[src/rtl/gsdbc_pkg.sv]
// Shared constants, types and configuration codes for the gyro bias calibrator.
`timescale 1ns / 1ps
package gsdbc_pkg;

  localparam int WINDOW    = 100;
  localparam int WIN_LOG   = $clog2(WINDOW);
  localparam int SLOT_W    = WIN_LOG;
  localparam int SAMPLE_W  = 16;
  localparam int SUM_W     = SAMPLE_W + WIN_LOG + 1;
  localparam int SQ_W      = 2 * SAMPLE_W - 1;
  localparam int SQS_W     = SQ_W + WIN_LOG;
  localparam int THR_W     = 30;
  localparam int SPR_W     = THR_W + 2 * WIN_LOG + 1;
  localparam int MAG_W     = SUM_W + 8;
  localparam int RECIP_W   = MAG_W - WIN_LOG + 1;
  localparam int REM_W     = WIN_LOG + 1;
  localparam int HALF_WIN  = WINDOW / 2;
  localparam int BIAS_W    = 24;
  localparam int RATE_W    = 25;
  localparam int CNT_W     = 7;
  localparam int QDEPTH    = 16;
  localparam int QPTR_W    = $clog2(QDEPTH);
  localparam int CREDIT_W  = $clog2(QDEPTH + 1);
  localparam int IN_TDATA_W  = 48;
  localparam int OUT_TDATA_W = 80;
  localparam int OUT_PAD_W   = OUT_TDATA_W - 3 * RATE_W;

  localparam logic [RECIP_W-1:0] RECIP  = RECIP_W'((64'd1 << MAG_W) / WINDOW);
  localparam logic [SPR_W-1:0]   WIN_SQ = SPR_W'(WINDOW * WINDOW);

  localparam logic [THR_W-1:0] THR_RESET    = THR_W'(2147);
  localparam logic [CNT_W-1:0] SETTLE_RESET = CNT_W'(99);
  localparam logic [CNT_W-1:0] CNT_MAX      = {CNT_W{1'b1}};

  typedef enum logic [0:0] {
    CFG_VAR_THRESHOLD = 1'b0,
    CFG_SETTLE_COUNT  = 1'b1
  } cfg_idx_t;

  typedef logic signed [SAMPLE_W-1:0] sample_t;
  typedef logic signed [BIAS_W-1:0]   bias_t;

  typedef struct packed {
    sample_t [2:0] sample;
    bias_t   [2:0] mean;
    logic          upd;
    logic          full;
  } qitem_t;

endpackage

[src/rtl/gsdbc_fifo.sv]
// Short queue between the statistics front end and the output back end.
`timescale 1ns / 1ps
module gsdbc_fifo (
  input  logic              clk,
  input  logic              rst_n,
  input  logic              push,
  input  gsdbc_pkg::qitem_t wdata,
  input  logic              pop,
  output gsdbc_pkg::qitem_t rdata,
  output logic              empty
);

  localparam int QPTR_W   = gsdbc_pkg::QPTR_W;
  localparam int CREDIT_W = gsdbc_pkg::CREDIT_W;

  gsdbc_pkg::qitem_t    mem [gsdbc_pkg::QDEPTH];
  logic [QPTR_W-1:0]    wr_ptr_r;
  logic [QPTR_W-1:0]    rd_ptr_r;
  logic [CREDIT_W-1:0]  count_r;

  always_ff @(posedge clk) begin
    if (push) begin
      mem[wr_ptr_r] <= wdata;
    end
  end

  always_ff @(posedge clk) begin
    if (!rst_n) begin
      wr_ptr_r <= '0;
      rd_ptr_r <= '0;
      count_r  <= '0;
    end else begin
      if (push) begin
        wr_ptr_r <= wr_ptr_r + 1'b1;
      end
      if (pop) begin
        rd_ptr_r <= rd_ptr_r + 1'b1;
      end
      count_r <= count_r + CREDIT_W'(push) - CREDIT_W'(pop);
    end
  end

  assign rdata = mem[rd_ptr_r];
  assign empty = count_r == '0;

endmodule

[config.mk]
export PLATFORM = sky130hd
export DESIGN_NAME = gsdbc_fifo
export DESIGN_NICKNAME = d
export VERILOG_FILES = /design/src/rtl/gsdbc_pkg.sv /design/src/rtl/gsdbc_fifo.sv
export SDC_FILE = /design/constraint.sdc
export NUM_CORES = 1
export LEC_CHECK = 0
export ABC_AREA = 1
export BUFFER_PORTS_ARGS = -buffer_cell sky130_fd_sc_hd__buf_2
export CAP_MARGIN = 0
export CORE_ASPECT_RATIO = 0.5
export CORE_MARGIN = 10
export CORE_UTILIZATION = 40
export CTS_CLUSTER_SIZE = 28
export DETAILED_ROUTE_END_ITERATION = 16
export MAX_ROUTING_LAYER = met4
export PLACE_DENSITY_LB_ADDON = 0.1
export SKIP_LAST_GASP = 1
export SYNTH_ARGS = -nofsm -noshare
export SYNTH_HDL_FRONTEND = slang
export SYNTH_SLANG_ARGS = --single-unit
[constraint.sdc]
create_clock -name clk -period 8.8 [get_ports clk]
set_input_delay 0 -clock clk [delete_from_list [all_inputs] [get_ports clk]]
set_output_delay 0 -clock clk [all_outputs]
set_load 0.01 [all_outputs]
; ---- Word level (Yosys, flattened, before mapping)
; Memories as Yosys holds them, arrays and structs flattened. A register that Yosys moved wholly into a read port is not among the register bits.
; Cells that the tools add are included.
[totals]
output_inout_bits = 123
ram_bits = 1952
reg_bits = 13
elab_cells = 13
n_memories = 1
inputBits = 126
[memory_table]
columns = memory, words, word_bits, read_ports, rd_ports_with_merged_regs, wr, line
row1 = mem, 16, 122, 1, 1, 1, gsdbc_fifo.sv:16  ; gsdbc_pkg::qitem_t mem [gsdbc_pkg::QDEPTH];
[op_classes]
n_addsub = 4
n_reduce_logical = 1
n_mux = 4
[op_table]
columns = operator, count
row1 = 4-bit by 1-bit adder with 4-bit output (second input constant), 2
row2 = 4-bit two-way mux, 2
row3 = 5-bit by 1-bit adder with 5-bit output, 1
row4 = 5-bit zero test, 1
row5 = 5-bit by 1-bit subtractor with 5-bit output, 1
row6 = 1-bit two-way mux, 2

; ---- Logic depth before layout (Yosys ltp)
[depth]
word_depth = 3
depth_mapped = 11
mapped_depth_nobuf = 11

; ---- Least setup slack after synthesis
; Ideal clock, no wire load.
[synth_timing]
path_kind = register to register
startpoint = register wr_ptr_r[0]
endpoint = memory mem[15][0] (netlist name), enable pin
period_less_slack_ns = 6.373
setup_time_ns = 0.604
path_stages_with_launch = 4
setup_slack_ns = 2.427
path_buffers = 0
required_ns = 8.196
arrival_time_ns = 5.769
cell_sequence = dfxtp_1 > ha_1 > nand2_1 > nor2_1
[synth_rtl]
columns = element, line
row1 = "start, declared", gsdbc_fifo.sv:17  ; logic [QPTR_W-1:0] wr_ptr_r;
row2 = "start signal, assigned", gsdbc_fifo.sv:34  ; wr_ptr_r <= wr_ptr_r + 1'b1;
row3 = "end, declared", gsdbc_fifo.sv:16
; Straight into the memory's write port.

==> reports/metrics.cfg <==
[run_status]
outcome = finished, final reports clean

[sta]
fin_setup_tns_ps = 0
slew_violations = 0
worst_slack_ps = 4140
min_period_ps = 4660
period_share_pct = 52.9
relSlewSlack_pct = 20.7
fmax_mhz = 215
setup_viol = 0
grt_setup_unrepaired = false
hold_viol = 0
skew_ps = 33.9
tightestPinTransition_ps = 1190

[setup_path]
crit_path_top_delay_cell = dfxtp_4
cp.arrival_ps = 4660
path_common_cell = buf_4
startpoint_type = register
path_cells = buf_4 -> buf_4 -> buf_4 -> nand3_1 -> nand3_1 -> nand2_1 -> buf_2
crit_type = reg2out
cp_slowest_stage_delay_ps = 780
worst-path-max-fanout = 45
required_ps = 8800
path_delay_family = buffers and inverters
cp-end-kind = output port
path_buf_inv = 4

[job]
maxCapViolCount = 0

[synthesis]
synth.avg_cell_area_um2 = 10.6
ys_types = 21
synth_edf_count = 1952
yosys.area.top_type = edfxtp_1
yosysWarnings = 0
yosysMostFrequentCell = nand2_1
synth_area_leaders = edfxtp_1 70%, nand2_1 11%, nand3_1 8.7%
ys_seq_area_share_pct = 70.0
postSynthCellCount = 7966
yosysTopAreaCellShare_pct = 69.6
async_reset_ff_share_pct = 0
synth_area_um2 = 84300
ys_ff_latch = 1969
syn_nets = 8104
synth_common_cells = 2580 x nand2_1, 1952 x edfxtp_1, 1481 x inv_1
synth_ff_type = edfxtp_1

[layout]
fin_cells = 11100
final_core_util_pct = 45.4
seq_area_um2 = 59000
area_delta_synth_final_pct = 12.1
n_fill_cell = 19500
nets = 8336
multiInputGateArea_um2 = 17500
drive_above_1_share_pct = 6.92

[global_routing]
grt_max_degree = 197
grt_pass1_vias = 51800
antenna_found_initial = 10
grtUsageTotal_pct = 20.2
grt_pass1_wl_um = 341000
grt-ovfl-total = 0

[clock_network]
clock_path_buffers = 4
numCtsBuffers = 189
clkTransAtPathRegs_ps = 70
insertion_delay_ps = 840
postCtsSetupRepairBufs = 0
h-tree-depth = 4
clock-root-buffer = clkbuf_16
cts_tree = yes
clock_sinks = 1969

[floorplanning]
core-area_um2 = 208000
die_x_um = 669
fp-row-count = 118
die_area_um2 = 231000
pin_count = 249
die_height_um = 345
start_util_pct = 40.5

[drt]
drt-initial-drc-count = 4371
finalWirelength_um = 232000
via_per_inst = 4.89
wire_per_inst_um = 20.9
ant_nets = 0
vias = 54300
drc_errors = 0
firstDrtPassIters = 7

[placed_design]
pre_cts_slack_ps = 4940
gp_congestion = 0.706
dp.cells = 10600
port_buffers = 248
dp_hpwl_um = 103000

[power]
power.density_nw_per_um2 = 209
peakVddDrop_mv = 0.128
p_leak_nw = 39.7

[hold_path]
hold_class = in2reg

==> worst paths after layout <==
kind	cells after the start	to	startpoint	slack (ps)
setup / recovery	7	rdata[93]	register	4140
hold / removal	4	count_r[4]	rst_n	50
setup reg to reg	6	mem[0][96]	wr_ptr_r[0]	5470
hold reg to reg	2	register	rd_ptr_r[2]	470
==> kinds of logic (layout without fill, tap and decap cells) <==
kind of cell	count (synthesis)	in the layout	share of synthesized area [%]
xor+xnor	3	3	0.0312
flops	1969	1969	70.0
other cells	0	6	0
simple gates	4079	4079	20.4
buf+inv	1891	2261	9.38
compound gates	12	12	0.0742
fa+ha+maj	12	12	0.187
==> sequential cells by signal, summed over array words and instances (netlist names), named ones only <==
| signal | flops |
|---|---|
| count_r | 5 |
| rd_ptr_r | 4 |
| wr_ptr_r | 4 |
| mem | 1952 |
==> layout by cell type (no fill, tap or decap), types with 48 or more instances in the layout <==
master / synthesis / layout
clkinv_1: 1 / 48
edfxtp_1: 1952 / 1952
clkbuf_16: 0 / 193
clkbuf_1: 81 / 48
dlygate4sd3_1: 0 / 128
inv_1: 1481 / 1480
nand2_1: 2580 / 2580
buf_2: 190 / 248
buf_4: 34 / 48
nand3_1: 1466 / 1466
==> power breakdown <==
part / total, mW / internal (mW) / leakage [nW] / switching, mW
sequential: 10.5 / 10.4 / 17.8 / 0.0374
clock: 7.73 / 4.18 / 2.73 / 3.54
combinational: 1.56 / 0.462 / 19.2 / 1.10
==> through the flow <==
stage                     area, µm²  power, mW  hold slack, ps
after CTS                     94500       20.0            6.43
after global routing          94500       20.5            51.7
after detailed placement      87600       12.2             327
final                         94500       19.7            54.0
after global placement        87600       12.2             324
after floorplan               84300       11.6            95.9
==> layer usage <==
| layer | up-vias | share of wire [%] | global-route usage (%) |
|---|---|---|---|
| li1 | 26200 | - | - |
| met1 | 26600 | 46 | 27.4 |
| met2 | 1169 | 47 | 32.6 |
| met3 | 318 | 4.4 | 2.62 |
| met4 | 0 | 1.9 | 4.11 |
| met5 | - | 0 | - |
==> tightest hold or removal path: stages <==
cell           delay [ps]
dlygate4sd3_1         530
buf_2                 180
nand2_1                80
nor2_1                 30
==> cell type report <==
type | count | area share [%]
multi-input cells | 4106 | 18.5
clock buffers | 245 | 5.36
repair buffers | 448 | 3.56
inverters | 1484 | 5.93
flip-flops and latches | 1969 | 62.4
clock inverters | 84 | 0.539
well taps | 2760 | 3.65
diodes | 6 | 0.0159
==> what timing repair did <==
action	4_1_cts	5_1_grt
hold buffers	128	0
hold endpoints to repair	1971	0
resized for setup	0	0
(Power assumes the default switching activity.)
