[config.mk]
export PLATFORM = sky130hd
export DESIGN_NAME = gsdbc_back
export DESIGN_NICKNAME = d
export VERILOG_FILES = /design/src/rtl/gsdbc_pkg.sv /design/src/rtl/gsdbc_back.sv
export SDC_FILE = /design/constraint.sdc
export NUM_CORES = 1
export LEC_CHECK = 0
export CAP_MARGIN = 10
export CORE_ASPECT_RATIO = 0.8
export CORE_UTILIZATION = 40
export DETAILED_ROUTE_END_ITERATION = 10
export DONT_BUFFER_PORTS = 1
export GPL_ROUTABILITY_DRIVEN = 0
export GPL_TIMING_DRIVEN = 1
export MAX_ROUTING_LAYER = met4
export PLACE_DENSITY = 0.51
export SETUP_SLACK_MARGIN = 0.5
export SYNTH_ARGS = -nofsm -noshare
export SYNTH_HDL_FRONTEND = slang
export SYNTH_SLANG_ARGS = --single-unit
[constraint.sdc]
create_clock -name clk -period 4.4 [get_ports clk]
set_clock_uncertainty 0.15 [all_clocks]
set_input_delay 0.44 -clock clk [delete_from_list [all_inputs] [get_ports clk]]
set_output_delay 0.44 -clock clk [all_outputs]
set_load 0.01 [all_outputs]
[src/rtl/gsdbc_pkg.sv]
// Shared constants, types and configuration codes for the gyro bias calibrator.
`timescale 1ns / 1ps
package gsdbc_pkg;

  localparam int WINDOW    = 100;
  localparam int WIN_LOG   = $clog2(WINDOW);
  localparam int SLOT_W    = WIN_LOG;
  localparam int SAMPLE_W  = 16;
  localparam int SUM_W     = SAMPLE_W + WIN_LOG + 1;
  localparam int SQ_W      = 2 * SAMPLE_W - 1;
  localparam int SQS_W     = SQ_W + WIN_LOG;
  localparam int THR_W     = 30;
  localparam int SPR_W     = THR_W + 2 * WIN_LOG + 1;
  localparam int MAG_W     = SUM_W + 8;
  localparam int RECIP_W   = MAG_W - WIN_LOG + 1;
  localparam int REM_W     = WIN_LOG + 1;
  localparam int HALF_WIN  = WINDOW / 2;
  localparam int BIAS_W    = 24;
  localparam int RATE_W    = 25;
  localparam int CNT_W     = 7;
  localparam int QDEPTH    = 16;
  localparam int QPTR_W    = $clog2(QDEPTH);
  localparam int CREDIT_W  = $clog2(QDEPTH + 1);
  localparam int IN_TDATA_W  = 48;
  localparam int OUT_TDATA_W = 80;
  localparam int OUT_PAD_W   = OUT_TDATA_W - 3 * RATE_W;

  localparam logic [RECIP_W-1:0] RECIP  = RECIP_W'((64'd1 << MAG_W) / WINDOW);
  localparam logic [SPR_W-1:0]   WIN_SQ = SPR_W'(WINDOW * WINDOW);

  localparam logic [THR_W-1:0] THR_RESET    = THR_W'(2147);
  localparam logic [CNT_W-1:0] SETTLE_RESET = CNT_W'(99);
  localparam logic [CNT_W-1:0] CNT_MAX      = {CNT_W{1'b1}};

  typedef enum logic [0:0] {
    CFG_VAR_THRESHOLD = 1'b0,
    CFG_SETTLE_COUNT  = 1'b1
  } cfg_idx_t;

  typedef logic signed [SAMPLE_W-1:0] sample_t;
  typedef logic signed [BIAS_W-1:0]   bias_t;

  typedef struct packed {
    sample_t [2:0] sample;
    bias_t   [2:0] mean;
    logic          upd;
    logic          full;
  } qitem_t;

endpackage

[src/rtl/gsdbc_back.sv]
// Back end: applies bias updates and drives the registered result stream.
`timescale 1ns / 1ps
module gsdbc_back (
  input  logic                                  clk,
  input  logic                                  rst_n,
  input  logic                                  q_empty,
  input  gsdbc_pkg::qitem_t                     q_item,
  output logic                                  q_pop,
  output logic                                  out_valid,
  input  logic                                  out_ready,
  output logic [2:0][gsdbc_pkg::RATE_W-1:0]     out_rate,
  output logic                                  out_upd,
  output logic                                  out_full
);

  localparam int RATE_W = gsdbc_pkg::RATE_W;

  gsdbc_pkg::bias_t [2:0]       bias_r;
  gsdbc_pkg::bias_t [2:0]       bias_nxt;
  logic                         out_valid_r;
  logic [2:0][RATE_W-1:0]       rate_r;
  logic                         upd_r;
  logic                         full_r;

  assign q_pop = !q_empty && (!out_valid_r || out_ready);

  always_comb begin
    for (int a = 0; a < 3; a++) begin
      bias_nxt[a] = q_item.upd ? q_item.mean[a] : bias_r[a];
    end
  end

  always_ff @(posedge clk) begin
    if (!rst_n) begin
      out_valid_r <= 1'b0;
      bias_r      <= '0;
    end else begin
      if (q_pop) begin
        out_valid_r <= 1'b1;
        bias_r      <= bias_nxt;
      end else if (out_ready) begin
        out_valid_r <= 1'b0;
      end
    end
  end

  always_ff @(posedge clk) begin
    if (q_pop) begin
      for (int a = 0; a < 3; a++) begin
        rate_r[a] <= {q_item.sample[a][gsdbc_pkg::SAMPLE_W-1], q_item.sample[a], 8'h00}
                     - {bias_nxt[a][gsdbc_pkg::BIAS_W-1], bias_nxt[a]};
      end
      upd_r  <= q_item.upd;
      full_r <= q_item.full;
    end
  end

  assign out_valid = out_valid_r;
  assign out_rate  = rate_r;
  assign out_upd   = upd_r;
  assign out_full  = full_r;

endmodule

# After elaboration in Yosys (flattened, before gate mapping)
# Index checks and enable logic that the tools add are counted.
word_totals:
  in_bits: 126
  out_inout_bits: 79
  wordCells: 22
  reg_bits: 150
classes:
  reduce_logical: 5
  mux: 5
  n_addsub: 3
op_table:
  columns: ["cell", "n"]
  rows:
  - ["subtractor 24 x 24 -> 25 bit", 3]
  - ["2-to-1 mux 24 bit", 3]
  - ["zero test 1 bit", 2]
  - ["2-to-1 mux 1 bit", 2]
  - ["nonzero test 2 bit", 1]
  - ["logical AND 1 bit", 1]
  - ["logical OR 1 bit", 1]

# Logic depth before layout (Yosys ltp)
logic_depth:
  depth_word: 4
  ltp_mapped: 12

# Worst setup path after synthesis
# OpenSTA, ideal clock, no wires.
synth_path:
  kind: "input port to flip-flop"
  from: "input port out_ready"
  to: "register full_r, in the netlist out_full (enable)"
  t_arrival_ps: 3324
  setup_time_ps: 476
  path_buffers: 2
  path_slack_ps: 451
  cell_stages: 4
  cell_sequence: "nand2b_1 -> nor2b_1 -> clkbuf_1 -> clkbuf_1"
synth_via:
  elab_chain_cells: 2
synth_rtl:
  columns: ["item", "line_no", "text"]
  rows:
  - ["from (decl)", "gsdbc_back.sv:10", "input logic out_ready,"]
  - ["logical OR 1 bit", "gsdbc_back.sv:25", "assign q_pop = !q_empty && (!out_valid_r || out_ready);"]
  - ["logical AND 1 bit", "gsdbc_back.sv:25", null]
  - ["via q_pop", "gsdbc_back.sv:8", "output logic q_pop,"]
  - ["to (signal assigned)", "gsdbc_back.sv:54", "full_r <= q_item.full;"]
  - ["to (decl)", "gsdbc_back.sv:23", "logic full_r;"]
# The timed path passes the listed nets, and every way through them passes these cells.
# A chain may end at the register's enable or synchronous reset.

# Worst setup path after layout
layout_path:
  from: "register bias_r[35] (netlist name)"
  to: "register rate_r (netlist bit out_rate[47]) (data pin)"
layout_via:
  elab_chain_cells: 2
layout_rtl:
  columns: ["item", "line_no", "text"]
  rows:
  - ["from (decl)", "gsdbc_back.sv:18", "gsdbc_pkg::bias_t [2:0] bias_r;"]
  - ["from (signal assigned)", "gsdbc_back.sv:40", "bias_r <= bias_nxt;"]
  - ["2-to-1 mux 24 bit", "gsdbc_back.sv:29", "bias_nxt[a] = q_item.upd ? q_item.mean[a] : bias_r[a];"]
  - ["subtractor 24 x 24 -> 25 bit", "gsdbc_back.sv:51", "- {bias_nxt[a][gsdbc_pkg::BIAS_W-1], bias_nxt[a]};"]
  - ["to (signal, indexed assignment)", "gsdbc_back.sv:50", "rate_r[a] <= {q_item.sample[a][gsdbc_pkg::SAMPLE_W-1], q_item.sample[a], 8'h00}"]
  - ["to (decl)", "gsdbc_back.sv:21", "logic [2:0][RATE_W-1:0] rate_r;"]
# Every way passes these cells.

==> metrics.md <==
| Metric | Value |
|---|---|
| Cell taking the most area after synthesis | `edfxtp_1` |
| Most used DFF post-synth | `edfxtp_1` |
| Synthesized Nets | `1025` |
| Worst Tran Pin Value | `1230 ps` |
| Total Routed Length | `21.8 mm` |
| Critical Path Fanout Max | `5` |
| First-pass GRT wire length | `33.7 mm` |
| Vias in the first global route | `6197` |
| Final Cell Area | `0.00975 mm²` |
| Setup Viol. Count Final | `0` |
| Top cells by count, synth | `mux2i_1 (85), nand2_1 (84), edfxtp_1 (77)` |
| Crit path launch type | `flip-flop` |
| Core box area | `0.0217 mm²` |
| Crit path cell chain | `mux2i_1 > ha_1 > a21oi_1 > o21ai_0 > a31oi_1 > a21boi_0 > a22oi_1 > xnor2_1` |
| Peak Freq | `0.378 GHz` |
| Initial Util | `0.409` |
| Area delta synth->final | `10.0%` |
| Hold path cells | `1` |
| Placed cell count | `1106` |
| Fin cells | `1149` |
| Overall routing resource usage | `0.197` |
| I/O Buffers | `0` |
| Reg clk slew, reported paths | `60 ps` |
| CP max stage delay | `470 ps` |
| Post-synth EDFFs | `77` |
| Pleak | `4.29 nW` |
| Worst path arrival time | `2660 ps` |
| Die width | `168 µm` |
| Hold/Removal Path Class | `in2reg` |
| First-pass DRT Iterations | `5` |
| Dpl ws | `1570 ps` |
| Fin. Hold Viols | `0` |
| #FFs+latches synth | `150` |
| Max VDD drop | `0.000257 V` |
| Top-area cell type share of the netlist area | `0.261` |
| Hold_buf cts | `9` |
| Post-synth cell types | `66` |
| Root buf cell | `clkbuf_16` |
| Most frequent cell after synthesis | `mux2i_1` |
| Number of stages on the worst setup path | `8` |
| Top cells by area, synth | `edfxtp_1 (26%), dfxtp_1 (16%), mux2i_1 (9.6%)` |
| Post-CTS setup buffers | `0` |
| Syn Inst Count | `848` |
| Via Count | `6431` |
| CTS H-Tree Depth | `4` |
| Sequential power share | `0.446` |
| Comb pwr share | `0.204` |
| Status | `finished, final reports clean` |
| CP Capture Type | `flip-flop` |
| Cell Rows | `48` |
| Total grt overflow | `0` |
| Met2 WL | `9.78 mm` |
| Sw Share | `0.293` |
| CTS Sinks | `150` |
| Initial antenna violation count | `1` |
| Via density | `5.60` |
| Int Pwr | `2.87 mW` |
| Worst skew pair latency | `420 ps` |
| Met3 Routed Length | `1.70 mm` |
| DR iter-0 viols | `417` |
| RSZ-0062 raised after global routing | `no` |
| Critical path class | `reg2reg` |
| Die height | `135 µm` |
| Largest net degree at the start of global routing | `187` |
| Yosys warns | `0` |
| Tcrit/Tclk final | `0.601` |
| Post-synthesis cell area | `0.00887 mm²` |
| DRC violations left | `0` |
| Cell depth of the worst flop-to-flop path | `8` |
| Post-route worst setup slack | `1760 ps` |
| Fraction of layout cells with a size suffix above 1 | `0.0590` |
| Layout Nets | `1012` |
| Max layer used | `met4` |
| Largest delay share family, worst path | `compound AO/OA/AOI/OAI gates` |
| Max-Cap Viols | `0` |
| HPWL Detailed | `14.7 mm` |
| Fillers | `2028` |
| Power Density | `416 mW/mm²` |
| CP max stage cell | `a31oi_1` |
| Slew HR | `0.180` |
| Metal-1 WL | `10.0 mm` |
| Die area | `0.0228 mm²` |
| Sw power | `1.19 mW` |
| CTS Buf Count | `17` |
| Placed inst area | `0.00909 mm²` |
| Sequential cell area fraction in the yosys report | `0.426` |
| Slew Viols, Final | `0` |
| Min Tclk post-route | `2640 ps` |
| Buffers & Inverters on Critical Path | `0` |
| Per-cell routed wire length | `19.0 µm` |
| Post-Route Setup TNS | `0 ps` |
| Async set-or-reset flop fraction in the synthesized netlist | `0` |
| Remaining antenna violation count after routing | `0` |
| CTS tree | `built` |
| Resize count post-CTS | `0` |
| Clock Power Share | `0.350` |
| Req. time, crit path | `4410 ps` |
| Mean Syn Cell Area | `10.5 µm²` |
| CTS max path bufs | `2` |
| IO Pins | `205` |
==> cell families (layout without fill, tap and decap cells) <==
group                      count (synthesis)  count (layout)  share of synthesized area
AOI/OAI and AO/OA                        220             220                      0.191
xor gates and xnor gates                  63              63                     0.0622
adders and majority gates                 51              51                     0.0720
buffers and inverters                     61              61                     0.0282
DFF                                      150             150                      0.426
muxes                                     87              87                     0.0988
other                                      0               1                          0
and+or+nand+nor                          216             216                      0.122
==> per-layer routing <==
metal,GRT usage,vias up
met3,0.0622,22
li1,-,3136
met5,-,-
met1,0.254,3053
met2,0.297,220
met4,0.0576,0
==> worst reg2reg max path, cell delays in order, from the launching register on <==
cell      delay, ps
dfxtp_1         310
mux2i_1         180
ha_1            320
a21oi_1         200
o21ai_0         120
a31oi_1         470
a21boi_0        310
a22oi_1         240
xnor2_1          90
==> final cells by class <==
| class | count | area, µm² | area share |
|---|---|---|---|
| Multi-Input combinational cell | 637 | 4850 | 0.497 |
| Clock inverter | 14 | 135 | 0.0139 |
| Antenna cell | 1 | 2.50 | 0.000257 |
| Inverter | 18 | 67.6 | 0.00693 |
| Tap cell | 300 | 375 | 0.0385 |
| Timing Repair Buffer | 11 | 120 | 0.0123 |
| Clock buffer | 18 | 429 | 0.0440 |
| Sequential cell | 150 | 3770 | 0.387 |
==> state kept, by name, indices dropped and copies added, names as in the netlist <==
| name | count |
|---|---|
| bias_r | 72 |
| out_full | 1 |
| out_rate | 75 |
| out_upd | 1 |
| out_valid | 1 |
==> power by group through the flow <==
stage	combinational, mW	clock, mW	sequential (mW)
CTS	0.827	1.46	1.81
finish	0.827	1.42	1.81
floorplan	0.684	0	1.81
global placement	0.790	0	1.84
global route	0.926	1.52	1.83
detailed placement	0.808	0	1.84
==> final timing paths <==
check	start	end	slack, ps
max	bias_r[35]	out_rate[47]	1760
min	rst_n	bias_r[70]	20
max reg2reg	bias_r[35]	out_rate[47]	1760
min reg2reg	bias_r[64]	bias_r[64]	350
==> per-stage QoR <==
stage | hold WS (ps) | total power, mW | utilization
2_1_floorplan | 322 | 2.49 | -
3_3_place_gp | 328 | 2.63 | 0.419
3_5_place_dp | 335 | 2.65 | 0.419
4_1_cts | 2.84 | 4.10 | 0.449
5_1_grt | 0.513 | 4.27 | 0.450
6_report | 18.8 | 4.06 | 0.450
==> cell usage in the layout (no fill, tap or decap), drive strengths merged, types with 18 or more instances in the layout <==
master and instances:
xor2 29, ha 51, mux2i 86, nor2b 23, inv 19, a21oi 36
nor2 35, o21ai 41, edfxtp 77, a21o 20, dfxtp 73, o211a 55
nand2 84, clkbuf 18, xnor2 34
Note: power is estimated with default switching activity, not from simulation.
